`src/rtl/tte_pkg.sv`:
```
// Shared types, register indexes and score helpers of the transposition table engine.
package tte_pkg;

  localparam logic [7:0] REG_MATE_THRESHOLD = 8'd0;
  localparam logic [7:0] REG_CONTEMPT_SCORE = 8'd1;
  localparam logic [7:0] REG_CURRENT_AGE    = 8'd2;
  localparam logic [7:0] REG_MAX_DEPTH      = 8'd3;

  localparam logic OP_STORE = 1'b0;
  localparam logic OP_PROBE = 1'b1;

  typedef struct packed {
    logic [14:0] mate_threshold;
    logic [14:0] contempt_score;
    logic [15:0] current_age;
    logic [7:0]  max_depth;
  } cfg_t;

  typedef struct packed {
    logic               op;
    logic               skip;
    logic [63:0]        key;
    logic [23:0]        move;
    logic signed [15:0] score;
    logic [7:0]         ply;
    logic [7:0]         depth;
    logic [7:0]         flag;
  } cmd_t;

  typedef struct packed {
    logic               hit;
    logic               usable;
    logic               stored;
    logic [23:0]        move;
    logic signed [15:0] score;
    logic [7:0]         flag;
  } res_t;

  function automatic logic signed [15:0] sat16(input logic signed [17:0] v);
    logic signed [15:0] r;
    if (v > 18'sd32767) begin
      r = 16'sd32767;
    end else if (v < -18'sd32767) begin
      r = -16'sd32767;
    end else begin
      r = v[15:0];
    end
    return r;
  endfunction

endpackage

```
`src/rtl/tte_front.sv`:
```
// Front end: accepts items, applies the contempt rule and mate adjustment, and queues them.
module tte_front
  import tte_pkg::*;
(
  input  logic               clk,
  input  logic               rst_n,
  input  cfg_t               cfg,
  input  logic               clearing,
  input  logic               push,
  output logic               full,
  input  logic               in_op,
  input  logic [63:0]        in_key,
  input  logic [23:0]        in_move_in,
  input  logic signed [15:0] in_score_in,
  input  logic [7:0]         in_ply,
  input  logic [7:0]         in_depth,
  input  logic [7:0]         in_flag_in,
  output logic               q_valid,
  output cmd_t               q_cmd,
  input  logic               q_pop
);

  cmd_t        q_r [2];
  logic        wp_r, rp_r;
  logic [1:0]  cnt_r;
  logic        accept;
  cmd_t        cmd_in;
  logic signed [17:0] s18, m18, d18, adj, mag;

  assign full   = (cnt_r == 2'd2) || clearing;
  assign accept = push && !full;

  always_comb begin
    s18 = 18'(in_score_in);
    m18 = $signed({3'b000, cfg.mate_threshold});
    d18 = $signed({10'b0, in_depth});
    mag = (s18 < 18'sd0) ? -s18 : s18;
    if (s18 > m18) begin
      adj = s18 + d18;
    end else if (s18 < -m18) begin
      adj = s18 - d18;
    end else begin
      adj = s18;
    end
    cmd_in.op    = in_op;
    cmd_in.skip  = (in_op == OP_STORE) && (mag == $signed({3'b000, cfg.contempt_score}));
    cmd_in.key   = in_key;
    cmd_in.move  = in_move_in;
    // Probes carry the raw score; only stores are adjusted on the way in.
    cmd_in.score = (in_op == OP_STORE) ? sat16(adj) : in_score_in;
    cmd_in.ply   = in_ply;
    cmd_in.depth = in_depth;
    cmd_in.flag  = in_flag_in;
  end

  always_ff @(posedge clk) begin
    if (accept) begin
      q_r[wp_r] <= cmd_in;
    end
  end

  always_ff @(posedge clk) begin
    if (!rst_n) begin
      wp_r  <= 1'b0;
      rp_r  <= 1'b0;
      cnt_r <= 2'd0;
    end else begin
      if (accept) begin
        wp_r <= !wp_r;
      end
      if (q_pop) begin
        rp_r <= !rp_r;
      end
      cnt_r <= cnt_r + {1'b0, accept} - {1'b0, q_pop};
    end
  end

  assign q_valid = (cnt_r != 2'd0);
  assign q_cmd   = q_r[rp_r];

endmodule

```
`config.mk`:
```
export PLATFORM = sky130hd
export DESIGN_NAME = tte_front
export DESIGN_NICKNAME = d
export VERILOG_FILES = /design/src/rtl/tte_pkg.sv /design/src/rtl/tte_front.sv
export SDC_FILE = /design/constraint.sdc
export NUM_CORES = 1
export LEC_CHECK = 0
export BUFFER_PORTS_ARGS = -buffer_cell sky130_fd_sc_hd__buf_4
export CAP_MARGIN = 20
export CELL_PAD_IN_SITES_DETAIL_PLACEMENT = 0
export CELL_PAD_IN_SITES_GLOBAL_PLACEMENT = 1
export CORE_AREA = 2 2 167 169
export CTS_BUF_LIST = sky130_fd_sc_hd__clkbuf_16
export CTS_CLUSTER_DIAMETER = 200
export DETAILED_ROUTE_END_ITERATION = 12
export DIE_AREA = 0 0 169 171
export PLACE_DENSITY_LB_ADDON = 0.05
export SLEW_MARGIN = 20
export SYNTH_ARGS = -nofsm -noshare
export SYNTH_HDL_FRONTEND = slang
export SYNTH_SLANG_ARGS = --single-unit
```
`constraint.sdc`:
```
create_clock -name clk -period 15.9 [get_ports clk]
set_input_delay 2.385 -clock clk [delete_from_list [all_inputs] [get_ports clk]]
set_output_delay 2.385 -clock clk [all_outputs]
set_load 0.1 [all_outputs]
```
## After elaboration in Yosys (flattened, before gate mapping)

Memory sizes are Yosys's and may differ from the RTL's. A register that Yosys moved wholly into a read port is not among the register bits.
Index checks and enable logic that the tools add are counted.

| word-level totals | value |
|---|---|
| output and inout bits | 132 |
| logic and storage cells | 35 |
| memories kept | 1 |
| flip-flop bits (word level) | 4 |
| memory bits (writable) | 260 |
| input bits | 188 |

Memory list:

| name | depth | bits a word | read ports | clocked after Yosys merged registers in | write ports | line | text |
|---|---|---|---|---|---|---|---|
| q_r | 2 | 130 | 1 | 1 | 1 | tte_front.sv:23 | `cmd_t q_r [2];` |

| operators by class | value |
|---|---|
| bitwise operators | 1 |
| reduce and logical (&&, ||, !) cells | 7 |
| eq/ne operators | 2 |
| order comparisons | 5 |
| multiplexer cells | 10 |
| add/sub/neg operators | 6 |

Operator list:

| kind | count |
|---|---|
| two-way mux 18 bit | 3 |
| two-way mux 16 bit | 3 |
| equality test 18 x 16 -> 1 bit | 1 |
| greater-than comparator 18 x 16 -> 1 bit, second input constant | 1 |
| < comparator 16 x 18 -> 1 bit | 1 |
| < comparator 18 x 16 -> 1 bit, second input constant | 1 |
| negator 15 -> 18 bit | 1 |
| negator 16 -> 18 bit | 1 |
| adder 16 x 9 -> 17 bit | 1 |
| subtractor 16 x 9 -> 17 bit | 1 |
| greater-than comparator 16 bit | 1 |
| < comparator 16 x 1 -> 1 bit, second input constant | 1 |
| two-way mux 1 bit | 4 |
| logical NOT 1 bit | 3 |
| adder 2 x 1 -> 2 bit | 1 |
| equality test 2 bit, second input constant | 1 |
| logical AND 1 bit | 2 |
| nonzero test 2 bit | 1 |
| subtractor 2 x 1 -> 2 bit | 1 |
| logical OR 1 bit | 1 |
| inverter 1 bit | 1 |

## Logic depth before layout (Yosys ltp)

Gate-level depths: netlist of run 1.

| logic depth | value |
|---|---|
| depth in word-level cells | 8 |
| mapped depth | 18 |
| mapped depth without buffers | 16 |

## Worst setup path before layout of run 1

Ideal clock, no wire load.

| timing path | value |
|---|---|
| path type | input -> register |
| from | in clearing |
| to | mem q_r[0][0] (netlist bit), enable pin |
| library setup time | 0.622 ns |
| data arrival time | 8.093 ns |
| stages | 3 |
| path slack | 7.185 ns |
| data required time | 15.278 ns |
| cells stage by stage | a21oi_1 -> nand2_1 -> nor2_1 |

| between the ends | value |
|---|---|
| longest elaborated chain between the ends | 5 |

RTL lines:

| element | line | text |
|---|---|---|
| start, declared | tte_front.sv:8 | `input logic clearing,` |
| logical OR 1 bit | tte_front.sv:30 | `assign full = (cnt_r == 2'd2) \|\| clearing;` |
| logical NOT 1 bit | tte_front.sv:31 | `assign accept = push && !full;` |
| logical AND 1 bit | tte_front.sv:31 |  |
| two-way mux 1 bit | tte_front.sv:57 | `if (accept) begin` |
| two-way mux 1 bit (not written as such) | tte_front.sv:58 | `q_r[wp_r] <= cmd_in;` |
| end, declared | tte_front.sv:23 |  |

Every way passes these cells.

==> metrics.cfg, run 1 <==
[route]
wl_mm=28.5
drt-initial-drc-count=493
num_vias=8077
via_per_inst=5.25
drc_errors=0
ant_nets=0
wire_per_inst_um=18.5
drt_pre_antenna_iters=4

[sta]
fin_crit_ns=7.01
whs_ns=0.576
final.setup_skew_ns=0.0110
setup_violations=0
rsz0062_at_grt=false
slew_headroom_pct=27.8
fmax_ghz=0.143
hold_viol=0
drv_slew=0
tns_ns=0
tightest_slew_ns=1.08
fin_crit_sh_pct=44.1

[clock_network]
ctsHoldBuffers=0
clk_pin_slew_ns=0.06
cts_tree=built
clock_sinks=265
cts_made_buffers=28
post_cts_buffers=0
cts-root-buf=clkbuf_16
clk_latency_ns=0.53
h-tree-depth=1
clk_path_buf_depth=3
post_cts_resized=0

[floorplan]
rows=61
initial_core_util_pct=46.0
io_pins=320
chipHeight_um=171
dieArea_mm2=0.0289
dieWidth_um=169
core_region_area_mm2=0.0273

[job]
max_cap_violations=0

[yosys]
synth_area_leader_cell=edfxtp_1
yosysSeqAreaShare_pct=62.9
synth_top_area_share_pct=62.1
synth.top_cells.by_count=edfxtp_1 (260), mux2_2 (130), ha_1 (52)
syn_nets=1119
synthArstFlopShare_pct=0
synthMostInstantiatedCell=edfxtp_1
synth_flop_cell=edfxtp_1
syn_area_mm2=0.0126
synth_area_per_cell_um2=14.3
ys_types=64
yosys-top-cells-area=edfxtp_1 (62%), mux2_2 (12%), ha_1 (5.2%)
syn_inst=877
synth_edf_count=260
synth-seq-cells=265
yosys_warnings=0

[worst_setup_path]
slowest_delay_ns=0.86
crit_fanout=16
worst_path_max_delay_cell=a31oi_1
rrSetupSlack_ns=12.48
crit_path_start_kind=input port
cp_cell_sequence=buf_4, inv_1, nand4_1, nor2_1, nand2_1, nor4_1, xnor2_1, ha_1, nand2_1, nor3_1, o21ai_0, a31oi_1, or4b_1, o21ai_0, o21ai_1, a21oi_1, a21oi_1
worstSetupEndpointType=flip-flop
worstPathArrival_ns=7.33
crit_type=input port to flip-flop
crit_required_ns=16.22

[finish]
final_util_pct=58.4
nNetsFinal=1418
syn2layout_area_growth_pct=26.9
layout-drive-gt1-share_pct=40.1
num_antenna_cells=0

[pwr]
vdd_drop_max_mv=0.0928
power.leakage_nw=6.13
p_comb_share_pct=27.8
pwr-share-clk_pct=29.7
powerDensity_mw_per_mm2=122
finalPower_mw=1.94
swShare_pct=33.8
p_switching_uw=657
power_frac_seq_pct=42.5
intPower_mw=1.28

[placed_design]
numPortBuffers=295
dp.final_hpwl_mm=20.0
place.gp.congestion=0.885

[grt]
grt_pass1_wl_mm=42.9
grt_antenna_before_repair=0
grt-ovfl-total=0
grt_util_all_layers_pct=18.9
first_global_vias=7974
grt_max_degree=79

[outcome]
outcome=finished, final reports clean

[hold_path]
hold_path.class=flip-flop to flip-flop

-- cells in the final DEF, fill, tap and decap left out, drive strengths merged, types with 9 or more instances in the layout --
master	netlist	layout
buf	7	300
edfxtp	260	260
mux2	130	130
inv	51	57
ha	52	52
a21oi	48	48
xnor2	38	38
nand2	31	31
nor2	31	31
clkbuf	24	29
o21ai	25	25
nor3	16	16
nand4	15	15
nand3	11	11
xor2	10	10
a211oi	10	10
clkinv	1	10
and2	9	9
-- cell type report --
cell class                 count  area, um2
clock buffer                  29        726
clock inverter                17       83.8
fill                        2316      11400
inverter                      52        195
multi-input combinational    529       4350
sequential                   265       7910
tap                          346        433
timing repair buffer         300       2250
-- critical path: cells and delay by family --
| kind | cells | cell delay (ns) |
|---|---|---|
| and+or+nand+nor | 7 | 1.87 |
| AOI/OAI and AO/OA | 6 | 2.39 |
| buffers and inverters | 2 | 0.24 |
| xor gates and xnor gates | 1 | 0.11 |
| adders and majority gates | 1 | 0.30 |
-- per-layer routing --
metal / wire (um) / track usage [%] / share of wire (%) / vias up
met5: 0 / 0 / 0 / -
met4: 755 / 5.95 / 2.7 / 0
met3: 1670 / 3.28 / 5.9 / 55
met2: 13400 / 31.1 / 47 / 256
met1: 12700 / 25.6 / 44 / 3838
li1: - / - / - / 3928
-- metrics by stage --
stage                     instance area (um2)  instances  setup WS (ns)
after global placement                  15100       1492           8.24
after detailed placement                15100       1492           8.24
after global routing                    15900       1538           8.38
after floorplan                         12600        877           7.19
after CTS                               15900       1538           8.76
final                                   15900       1538           8.89
-- sequential cells by signal, indices dropped and copies added (netlist names), named ones only --
name / count
wp_r: 1
cnt_r: 2
rp_r: 1
q_r: 260
-- power groups by stage --
stage	clock network, mW	registers, mW	logic [mW]
after floorplan	0	0.839	0.415
after global placement	0	0.838	0.538
after detailed placement	0	0.840	0.540
after CTS	0.592	0.826	0.542
after global routing	0.616	0.828	0.565
final	0.576	0.825	0.539
-- kinds of logic (layout without fill, tap and decap cells) --
kind of cell | after synthesis | count (layout) | synth area share (%)
DFF | 265 | 265 | 62.9
and+or+nand+nor | 153 | 153 | 6.48
AOI/OAI and AO/OA | 141 | 141 | 7.26
muxes | 133 | 133 | 11.9
buffers and inverters | 83 | 398 | 2.58
adders and majority gates | 54 | 54 | 5.50
xor gates and xnor gates | 48 | 48 | 3.35
-- final timing paths --
| kind | to | startpoint | cells after the start |
|---|---|---|---|
| min | flip-flop | rp_r | 2 |
| max | q_r[0][32] | cfg[42] | 17 |
| max reg2reg | q_r[0][41] | cnt_r[0] | 6 |
| min reg2reg | flip-flop | rp_r | 2 |
No activity file was read; power rests on OpenSTA's default activity.
==> run 2, diff against run 1 <==
Settings changed: CORE_AREA 2 2 167 169 to 2 2 174 176, DIE_AREA 0 0 169 171 to 0 0 176 178.
Clock period 15.9 ns to 6.6 ns, I/O delays scaled along.
==> metrics.cfg, run 2 (synthesis gave the netlist of run 1 again) <==
[sta]
tightest_slew_ns=1.06  ; -0.0278 ns
hold_viol=0  ; unchanged
fmax_ghz=0.181
fin_crit_sh_pct=83.5
setup_slack_ns=1.09  ; -7.80 ns
drv_slew=0  ; unchanged
final.setup_skew_ns=0.00889  ; -0.00211 ns
rsz0062_at_grt=false
fin_crit_ns=5.51
setup_violations=0  ; unchanged
slew_headroom_pct=29.6  ; +1.9 points
tns_ns=0  ; unchanged

[finish]
multi_input_area_mm2=0.00434  ; about the same
nFillCells=2571  ; +11%
layout_common_cells=buf_4 (304), edfxtp_1 (260), mux2_2 (130)
reg_top3=q_r: 260 flops, cnt_r: 2 flops
nNetsFinal=1424  ; +0.42%
regMostFlops=q_r
largest_register_ffs=260  ; unchanged
num_antenna_cells=0  ; unchanged
layout-drive-gt1-share_pct=40.0  ; -0.084 points
seq_area_mm2=0.00791  ; unchanged
mostFrequentLayoutCell=buf_4
syn2layout_area_growth_pct=27.8
final_area_mm2=0.0161  ; +0.64%

[hold_path]
hold_path.class=flip-flop to flip-flop

[grt]
grt_max_degree=77  ; -2.5%
grt_util_all_layers_pct=17.6  ; -1.3 points
first_global_vias=8099  ; +1.6%
grt-ovfl-total=0  ; unchanged
grt_pass1_wl_mm=43.2  ; +0.69%
grt_antenna_before_repair=0  ; unchanged

[clock_network]
post_cts_resized=0  ; unchanged
clock_sinks=265  ; unchanged
clk_path_buf_depth=3  ; unchanged
h-tree-depth=1  ; unchanged
cts-root-buf=clkbuf_16
ctsHoldBuffers=0  ; unchanged
clk_pin_slew_ns=0.06  ; about the same
clk_latency_ns=0.52  ; about the same
post_cts_buffers=0  ; unchanged
cts_made_buffers=29  ; +3.6%
cts_tree=built

[pwr]
finalPower_mw=4.67  ; +140%
swShare_pct=33.7  ; -0.13 points
power.leakage_nw=6.18  ; +0.83%
vdd_drop_max_mv=0.220  ; +140%
intPower_mw=3.10  ; +140%
power_frac_seq_pct=42.3  ; -0.2 points
powerDensity_mw_per_mm2=291  ; +140%
p_comb_share_pct=28.1  ; +0.3 points
pwr-share-clk_pct=29.6  ; about the same
p_switching_mw=1.58  ; +140%

[floorplan]
dieArea_mm2=0.0313  ; +8.4%
io_pins=320  ; unchanged
initial_core_util_pct=42.7  ; -3.3 points
dieWidth_um=176  ; +4.1%
chipHeight_um=178  ; +4.1%
rows=63  ; +3.3%
core_region_area_mm2=0.0294  ; +7.6%

[worst_setup_path]
slowest_delay_ns=0.86  ; about the same
crit_required_ns=6.92  ; -9.30 ns
worst_path_max_delay_cell=a31oi_1
cp_cell_sequence=buf_4, inv_1, nand4_1, nor2_1, nand2_1, nor4_1, xnor2_1, ha_1, nand2_1, nor3_1, o21ai_0, a31oi_1, a211oi_1, a211o_1, or4_1, or4b_1, o31ai_1
crit_path_start_kind=input port
worstPathArrival_ns=5.83  ; -1.50 ns
cpMostUsedCell=nand2_1
cp_top_family=simple AND/OR/NAND/NOR gates
crit_type=input port to flip-flop
worstSetupEndpointType=flip-flop
worst-path-buf-inv=2  ; unchanged
crit_fanout=10  ; -6

[placed_design]
numPortBuffers=295  ; unchanged
place.gp.congestion=0.859  ; -3.0%
place_area_mm2=0.0152  ; +0.56%
dp.final_hpwl_mm=20.4  ; +2.2%
place_ws_ns=0.448  ; -7.79 ns

[route]
drt-initial-drc-count=570  ; +16%
drc_errors=0  ; unchanged
via_per_inst=5.09  ; -3.1%
wire_per_inst_um=18.0  ; -2.7%
drt_pre_antenna_iters=7  ; +3
num_vias=8101  ; +0.30%
ant_nets=0  ; unchanged
wl_mm=28.7  ; +0.70%

[outcome]
outcome=finished, final reports clean

[job]
max_cap_violations=0  ; unchanged

==> run 2: cell count changes in the layout (fill, tap and decap cells not counted) <==
cell / previous run / this run
inv_1: 56 / 61
buf_4: 300 / 304
buf_2: 0 / 1
clkinv_1: 6 / 7
clkinv_2: 4 / 3
clkinv_4: 0 / 1
inv_8: 1 / 0
mux2i_1: 2 / 3
mux2i_2: 1 / 0
==> run 2: layer usage <==
metal	global-route usage (%)	share of wire (%)
met5	0	0
met4	3.86	1.2
met3	2.24	4.9
met2	30.1	48
met1	24.1	46
==> run 2: stage by stage <==
step                      util [%]  hold WS, ns  std cells
after detailed placement      51.8        0.561       1540
after global routing          54.6        0.620       1592
final                         54.6        0.574       1592
after global placement        51.8        0.562       1540
after floorplan                  -        0.555        877
after CTS                     54.6        0.580       1591
==> run 2: area by class of cell <==
type                            count  share of cell area [%]
Clock buffer                       29                    4.52
Timing Repair Buffer              305                    14.3
Tap cell                          390                    3.04
Clock inverter                     22                   0.616
Inverter                           52                    1.22
Multi-Input combinational cell    529                    27.1
Sequential cell                   265                    49.3
==> run 2: worst register-to-register path, cell delays in order (launching register included) <==
cell     delay [ns]
dfxtp_1        0.36
inv_1          0.05
a21oi_1        0.23
nand2_1        0.17
nor2_4         0.11
buf_4          0.44
buf_4          0.67
==> run 2: worst paths after layout <==
check                               from          to  slack (ns)  cells after the start
worst max-delay path             cfg[42]  q_r[0][24]        1.09                     17
worst min-delay path                rp_r   flip-flop        0.57                      2
worst max register to register  cnt_r[0]  q_r[0][13]        4.18                      6
worst min register to register      rp_r   flip-flop        0.57                      2
==> run 2: power by group through the flow <==
stage               registers (mW)  logic, mW  clock network, mW
global placement              2.00       1.32                  0
finish                        1.97       1.31               1.38
floorplan                     2.01       1.00                  0
CTS                           1.97       1.33               1.43
global route                  1.98       1.38               1.50
detailed placement            2.01       1.32                  0
